--- src/hdl/lpfr_pkg.sv ---
`timescale 1ns / 1ps
// shared types and constants for the length-prefixed frame receiver
// no dependencies

package lpfr_pkg;

    localparam int MAX_FRAME = 128;
    localparam logic [7:0] MIN_LEN = 8'd6;
    localparam logic [7:0] MAX_LEN = 8'd120;

    localparam logic [6:0] OFS_TARGET  = 7'd1;
    localparam logic [6:0] OFS_SOURCE  = 7'd2;
    localparam logic [6:0] OFS_COMMAND = 7'd3;
    localparam logic [6:0] OFS_KIND    = 7'd4;

    typedef enum logic [1:0] {
        PH_IDLE    = 2'd0,
        PH_COLLECT = 2'd1,
        PH_DISCARD = 2'd2
    } phase_t;

    typedef enum logic [2:0] {
        ST_OK           = 3'd0,
        ST_BAD_LENGTH   = 3'd1,
        ST_WRONG_TARGET = 3'd2,
        ST_BAD_CHECKSUM = 3'd3,
        ST_TRUNCATED    = 3'd4
    } status_t;

    typedef struct packed {
        logic [7:0] rx_byte;
        logic       idle_gap;
    } rx_item_t;

    typedef struct packed {
        logic [7:0] echo_byte;
        logic [6:0] byte_offset;
        logic       in_frame;
        logic       frame_end;
        logic [2:0] frame_status;
        logic [7:0] frame_kind;
        logic [7:0] source_address;
        logic [7:0] command_code;
    } rx_result_t;

endpackage

--- src/hdl/length_prefixed_frame_receiver_unit.sv ---
`timescale 1ns / 1ps
// length-prefixed frame receiver: frame parse, target and checksum check
// depends on lpfr_pkg
// result words are registered: an accepted input word's result is in the output register the next cycle
// throughput: one input word per cycle; the only limit is the single output register
// reset: asynchronous, active low; receiver idle, host_address 0, output register empty

module length_prefixed_frame_receiver_unit (
    input  logic                 clk,
    input  logic                 rst_n,
    input  logic                 in_valid,
    output logic                 in_stall,
    input  lpfr_pkg::rx_item_t   in_data,
    output logic                 out_valid,
    input  logic                 out_stall,
    output lpfr_pkg::rx_result_t out_data,
    input  logic                 cfg_valid,
    output logic                 cfg_ready,
    input  logic [7:0]           cfg_data
);

    lpfr_pkg::phase_t     phase_reg, phase_next;
    logic [7:0]           host_address_reg;
    logic [7:0]           expected_length_reg, expected_length_next;
    logic [6:0]           byte_count_reg, byte_count_next;
    logic [7:0]           running_sum_reg, running_sum_next;
    logic                 target_ok_reg, target_ok_next;
    logic [7:0]           saved_source_reg, saved_source_next;
    logic [7:0]           saved_command_reg, saved_command_next;
    logic [7:0]           saved_kind_reg, saved_kind_next;
    logic                 out_valid_reg, out_valid_next;
    lpfr_pkg::rx_result_t out_data_reg, out_data_next;

    logic                 accept;
    logic                 length_ok;
    logic                 last_byte;
    lpfr_pkg::status_t    end_status;

    assign in_stall  = out_valid_reg && out_stall;
    assign accept    = in_valid && !in_stall;
    assign cfg_ready = 1'b1;
    assign out_valid = out_valid_reg;
    assign out_data  = out_data_reg;

    assign length_ok = (in_data.rx_byte >= lpfr_pkg::MIN_LEN)
                    && (in_data.rx_byte <= lpfr_pkg::MAX_LEN)
                    && ({1'b0, in_data.rx_byte} < 9'(lpfr_pkg::MAX_FRAME));
    assign last_byte = (({1'b0, byte_count_reg}) + 8'd1) >= expected_length_reg;

    // next phase
    always_comb
    begin
        phase_next = phase_reg;
        if (in_data.idle_gap)
        begin
            phase_next = lpfr_pkg::PH_IDLE;
        end
        else
        begin
            case (phase_reg)
                lpfr_pkg::PH_IDLE:
                begin
                    phase_next = length_ok ? lpfr_pkg::PH_COLLECT : lpfr_pkg::PH_DISCARD;
                end
                lpfr_pkg::PH_COLLECT:
                begin
                    if (last_byte)
                    begin
                        phase_next = (end_status == lpfr_pkg::ST_OK) ? lpfr_pkg::PH_IDLE
                                                                     : lpfr_pkg::PH_DISCARD;
                    end
                end
                lpfr_pkg::PH_DISCARD:
                begin
                    phase_next = lpfr_pkg::PH_DISCARD;
                end
                default:
                begin
                    phase_next = lpfr_pkg::PH_IDLE;
                end
            endcase
        end
    end

    // datapath and result word
    always_comb
    begin
        expected_length_next = expected_length_reg;
        byte_count_next      = byte_count_reg;
        running_sum_next     = running_sum_reg;
        target_ok_next       = target_ok_reg;
        saved_source_next    = saved_source_reg;
        saved_command_next   = saved_command_reg;
        saved_kind_next      = saved_kind_reg;
        end_status           = lpfr_pkg::ST_OK;
        out_data_next        = '0;

        if (in_data.idle_gap)
        begin
            byte_count_next = '0;
            if (phase_reg == lpfr_pkg::PH_COLLECT)
            begin
                out_data_next.byte_offset    = byte_count_reg;
                out_data_next.frame_end      = 1'b1;
                out_data_next.frame_status   = lpfr_pkg::ST_TRUNCATED;
                out_data_next.frame_kind     = saved_kind_reg;
                out_data_next.source_address = saved_source_reg;
                out_data_next.command_code   = saved_command_reg;
            end
        end
        else
        begin
            out_data_next.echo_byte = in_data.rx_byte;
            case (phase_reg)
                lpfr_pkg::PH_IDLE:
                begin
                    if (length_ok)
                    begin
                        expected_length_next   = in_data.rx_byte;
                        byte_count_next        = 7'd1;
                        running_sum_next       = in_data.rx_byte;
                        target_ok_next         = 1'b0;
                        saved_source_next      = '0;
                        saved_command_next     = '0;
                        saved_kind_next        = '0;
                        out_data_next.in_frame = 1'b1;
                    end
                    else
                    begin
                        byte_count_next            = '0;
                        out_data_next.frame_end    = 1'b1;
                        out_data_next.frame_status = lpfr_pkg::ST_BAD_LENGTH;
                    end
                end
                lpfr_pkg::PH_COLLECT:
                begin
                    running_sum_next = running_sum_reg + in_data.rx_byte;
                    case (byte_count_reg)
                        lpfr_pkg::OFS_TARGET:  target_ok_next = (in_data.rx_byte == host_address_reg);
                        lpfr_pkg::OFS_SOURCE:  saved_source_next  = in_data.rx_byte;
                        lpfr_pkg::OFS_COMMAND: saved_command_next = in_data.rx_byte;
                        lpfr_pkg::OFS_KIND:    saved_kind_next    = in_data.rx_byte;
                        default:               ;
                    endcase
                    // wrong target wins over a bad sum
                    if (!target_ok_next)
                    begin
                        end_status = lpfr_pkg::ST_WRONG_TARGET;
                    end
                    else if (running_sum_next != 8'd0)
                    begin
                        end_status = lpfr_pkg::ST_BAD_CHECKSUM;
                    end
                    out_data_next.byte_offset = byte_count_reg;
                    out_data_next.in_frame    = 1'b1;
                    if (last_byte)
                    begin
                        byte_count_next              = '0;
                        out_data_next.frame_end      = 1'b1;
                        out_data_next.frame_status   = end_status;
                        out_data_next.frame_kind     = saved_kind_next;
                        out_data_next.source_address = saved_source_next;
                        out_data_next.command_code   = saved_command_next;
                    end
                    else
                    begin
                        byte_count_next = byte_count_reg + 7'd1;
                    end
                end
                default:
                begin
                end
            endcase
        end
    end

    always_comb
    begin
        out_valid_next = out_valid_reg;
        if (accept)
        begin
            out_valid_next = 1'b1;
        end
        else if (!out_stall)
        begin
            out_valid_next = 1'b0;
        end
    end

    always_ff @(posedge clk or negedge rst_n)
    begin
        if (!rst_n)
        begin
            phase_reg           <= lpfr_pkg::PH_IDLE;
            host_address_reg    <= '0;
            expected_length_reg <= '0;
            byte_count_reg      <= '0;
            running_sum_reg     <= '0;
            target_ok_reg       <= 1'b0;
            saved_source_reg    <= '0;
            saved_command_reg   <= '0;
            saved_kind_reg      <= '0;
            out_valid_reg       <= 1'b0;
        end
        else
        begin
            out_valid_reg <= out_valid_next;
            if (cfg_valid && cfg_ready)
            begin
                host_address_reg <= cfg_data;
            end
            if (accept)
            begin
                phase_reg           <= phase_next;
                expected_length_reg <= expected_length_next;
                byte_count_reg      <= byte_count_next;
                running_sum_reg     <= running_sum_next;
                target_ok_reg       <= target_ok_next;
                saved_source_reg    <= saved_source_next;
                saved_command_reg   <= saved_command_next;
                saved_kind_reg      <= saved_kind_next;
            end
        end
    end

    // result payload, no reset needed
    always_ff @(posedge clk)
    begin
        if (accept)
        begin
            out_data_reg <= out_data_next;
        end
    end

endmodule

--- config.mk ---
export PLATFORM = sky130hd
export DESIGN_NAME = length_prefixed_frame_receiver_unit
export DESIGN_NICKNAME = d
export VERILOG_FILES = /design/src/hdl/lpfr_pkg.sv /design/src/hdl/length_prefixed_frame_receiver_unit.sv
export SDC_FILE = /design/constraint.sdc
export NUM_CORES = 1
export LEC_CHECK = 0
export BUFFER_PORTS_ARGS = -buffer_cell sky130_fd_sc_hd__buf_4
export CAP_MARGIN = 20
export CORE_ASPECT_RATIO = 0.9
export CORE_MARGIN = 5
export CORE_UTILIZATION = 33
export DETAILED_ROUTE_END_ITERATION = 8
export GPL_TIMING_DRIVEN = 1
export SYNTH_ARGS = -nofsm -noshare
export SYNTH_HDL_FRONTEND = slang
export SYNTH_SLANG_ARGS = --single-unit
--- constraint.sdc ---
create_clock -name clk -period 3.15 [get_ports clk]
set_input_delay 0.1575 -clock clk [delete_from_list [all_inputs] [get_ports clk]]
set_output_delay 0.1575 -clock clk [all_outputs]
set_load 0.05 [all_outputs]
==> impl_results.md <==
* Multi-input gate area at about 0.0020 mm²
* Antenna violations before repair at 0
* Seq/Total Area, Yosys at 56.04%
* CTS tree: done
* Layout cells sized above 1 at a little under a quarter
* Final period util at 95.29%
* Crit path max-delay family: simple AND/OR/NAND/NOR gates
* DP Wirelength at between 8 and 9 mm
* Initial core utilization at 33.81%
* Pre-CTS setup slack at 152.5 ps
* Comb power frac at 27.1%
* Die height at 126.7 µm
* Yosys warns at 0
* Distinct cells, synth at 59
* Final count of negative-setup-slack endpoints at 0
* Hold Path Class: input port to register
* Fmax at around 0.33 GHz
* Overflow after GRT at 0
* GPL Wtd Cong at approximately 0.85
* PostCTS Resize Cnt at 0
* Post-synth EDFFs at 44
* FF-to-FF path depth at 10
* Setup Crit Path Kind: register to register
* Clock network fraction of design power at 28.7%
* Largest net degree at the start of global routing at 60
* Slew of the pin with the lowest slew margin at ~900 ps
* Initial drt markers at 269
* Worst path slowest cell: nor3_1
* Reg-to-Reg Start: byte_count_reg[0]$_DFFE_PN0P_
* Leakage at 0.002529 µW
* Crit-path max cell delay at 750 ps
* Sw power at around 1200 µW
* WP depth at 10
* Die Wd at 139.7 µm
* IO Port Bufs at 67
* Largest register FFs at 44
* Int Power at 2520 µW
* Worst Hold Path Cells at 2
* WP buf/inv at 0
* Post-layout nets at 532
* Vias in the first global route at 3,566
* Combinational family with the most area after synthesis: compound AO/OA/AOI/OAI gates
* Synth area leaders: dfrtp_1, edfxtp_1, ha_1
* Top cell by count, worst path: ha_1
* WP data required at approximately 3400 ps
* Flop pwr share at 44.1%
* Clock latency on the worst-skew pair at 360 ps
* Util after Layout at 40.55%
* Sw frac at 32.68%
* Die Area at 0.01769 mm²
* Pwr Total at around 3700 µW
* Hold Startpoint: cfg_data[1]
* Mux cell area share after synthesis at 4.386%
* Startpoint types: register
* IO Count at a little under 70
* Most instantiated library cell after synthesis: dfrtp_1
* Drt total wl at 11.66 mm
* Clk sinks at 103
* Core ar. at 0.01477 mm²
* Routed vias at 3,551
* Max-slew headroom at roughly two fifths
* Commonest cells in the netlist: dfrtp_1, edfxtp_1, nor2_1
* RSZ-0062 raised after global routing: yes
* Synth Register Bits at 103
* Crit path max fanout at 8
* Setup Buffers After CTS at 0
* Fillers at about 1,400
* Reg clk slew, reported paths at 70 ps
* Sequential Area at about 0.0028 mm²
* Site Rows at 42
* Synth Area in XOR/XNOR at 3.158%
* Share of the synthesized area in the top cell type at 29.57%
* Synth Area in Simple Gates at 11.68%
* Synth Area in Compound Gates at 16.44%
* Post-DRT Antenna Nets at 0
* Tmin final at ~3000 ps
* Crit-path cells: ha_1 > nand3_1 > xnor2_1 > ha_1 > a21o_1 > a21oi_1 > o21a_1 > nor3_1 > a22oi_1 > nor2_1
* Slew Limit Fails at 0
* Clk_skew at 10.62 ps
* Syn_area_per_cell at 11.72 µm²
* CP Capture Type: register
* Synth Net Count at around 470
* Peak supply drop at 0.3476 mV
* Final Hold Viols at 0
* Final Cell Area at 0.005988 mm²
* Placed Cells at 675
* Most used DFF post-synth: dfrtp_1
* Synth Area in Adders at 5.163%
* Drt pass-1 iters at 4
* Total GRT Usage at 13.46%
* P&R area growth vs syn at 19.95%
* ANT cells at 0
* Worst Path Arrival at 3210 ps
* Total CTS buffers at 9
* Async SR Flop Fraction at 57.28%
* Post-place instance area at 0.005677 mm²
* CTS root buf: clkbuf_16
* Hold Crit Endpoint: host_address_reg[1]$_DFFE_PN0P_
* Status: finished clean
* Final worst setup slack at between 100 and 150 ps
* Largest buffer count on any clock path at 2
* DRC violations left at 0
* Cell Pwr Density at approximately 620 mW/mm²
* R2r setup slk at 150 ps
* Global-route wire length before repair at 18.81 mm
* Synth Instances at 426
* WL per Instance at between 15 and 20 µm
* Layout Cells excl Fill at 693
* Post-synthesis cell area at between 0.004 and 0.005 mm²
* H-tree depth at 3
* Via/cell ratio at around 5
* Max-capacitance violation count at 0
* RR Endpoint: out_data[4]$_DFFE_PP_
* Leading area contributor after synthesis: dfrtp_1
==> cells by family after synthesis <==
group	after synthesis
XOR/XNOR	18
multiplexers	20
AO/OA/AOI/OAI	109
buffers and inverters	35
flip-flops	103
adder cells (fa/ha/maj)	20
AND/OR/NAND/NOR	120
other	1
==> worst max-delay path by stage <==
stage                                                  end  slack (ps)                     startpoint
after floorplan           saved_command_reg[0]$_DFFE_PN0P_         510          out_valid$_DFFE_PN0P_
after global placement              out_data[21]$_DFFE_PP_         250  byte_count_reg[0]$_DFFE_PN0P_
after detailed placement            out_data[21]$_DFFE_PP_         150  byte_count_reg[0]$_DFFE_PN0P_
after CTS                           out_data[21]$_DFFE_PP_         140  byte_count_reg[0]$_DFFE_PN0P_
after global routing                out_data[11]$_DFFE_PP_        -100  byte_count_reg[0]$_DFFE_PN0P_
final                                out_data[4]$_DFFE_PP_         150  byte_count_reg[0]$_DFFE_PN0P_
==> worst register-to-register path: stages (launching register included) <==
cell     delay [ps]
dfrtp_1         460
ha_1            310
nand3_1         130
xnor2_1         160
ha_1            300
a21o_1          120
a21oi_1          80
o21a_1          190
nor3_1          760
a22oi_1         200
nor2_1          160
==> metal layers <==
layer,global-route usage [%],part of all wire [%]
met2,22.97,50
met3,3.801,5.3
met4,3.932,1.3
met1,16.77,44
met5,0,0
==> what timing repair did <==
action                                  4_1_cts  5_1_grt
endpoints found under the hold margin        60        0
hold buffers                                  2        0
endpoints found under the setup margin        0       20
==> metrics by stage <==
stage,hold slack [ps],setup TNS [ps]
6_report,30.66,0
5_1_grt,14.11,-914.8
4_1_cts,17.10,0
3_5_place_dp,295.5,0
3_3_place_gp,280.6,0
2_1_floorplan,-138.1,0
==> cell type report <==
type | count | share of cell area (%)
Clock buffer | 11 | 4.221
Clock inverter | 5 | 0.6477
Inverter | 15 | 0.9402
Multi-Input combinational cell | 288 | 34.10
Sequential cell | 103 | 46.72
Tap cell | 198 | 4.137
Timing Repair Buffer | 73 | 9.235
==> cells in the final DEF, fill, tap and decap left out, drive strengths merged, types with 6 or more instances in the layout <==
cell	instances
a21o	9
nand3	10
nor3	6
xnor2	8
nand2b	6
nor2	42
o21ai	19
buf	71
mux2	15
xor2	10
edfxtp	44
inv	17
a22oi	24
dfrtp	59
ha	19
nor2b	9
nand2	26
a22o	24
a21oi	10
clkbuf	11
==> power groups by stage <==
stage	Combinational (µW)	Clock, µW	Sequential, µW
2_1_floorplan	664	0	1760
3_3_place_gp	995	0	1680
3_5_place_dp	1010	0	1680
4_1_cts	1020	1110	1650
5_1_grt	1130	1170	1670
6_report	1020	1080	1650
(Power assumes the default switching activity.)
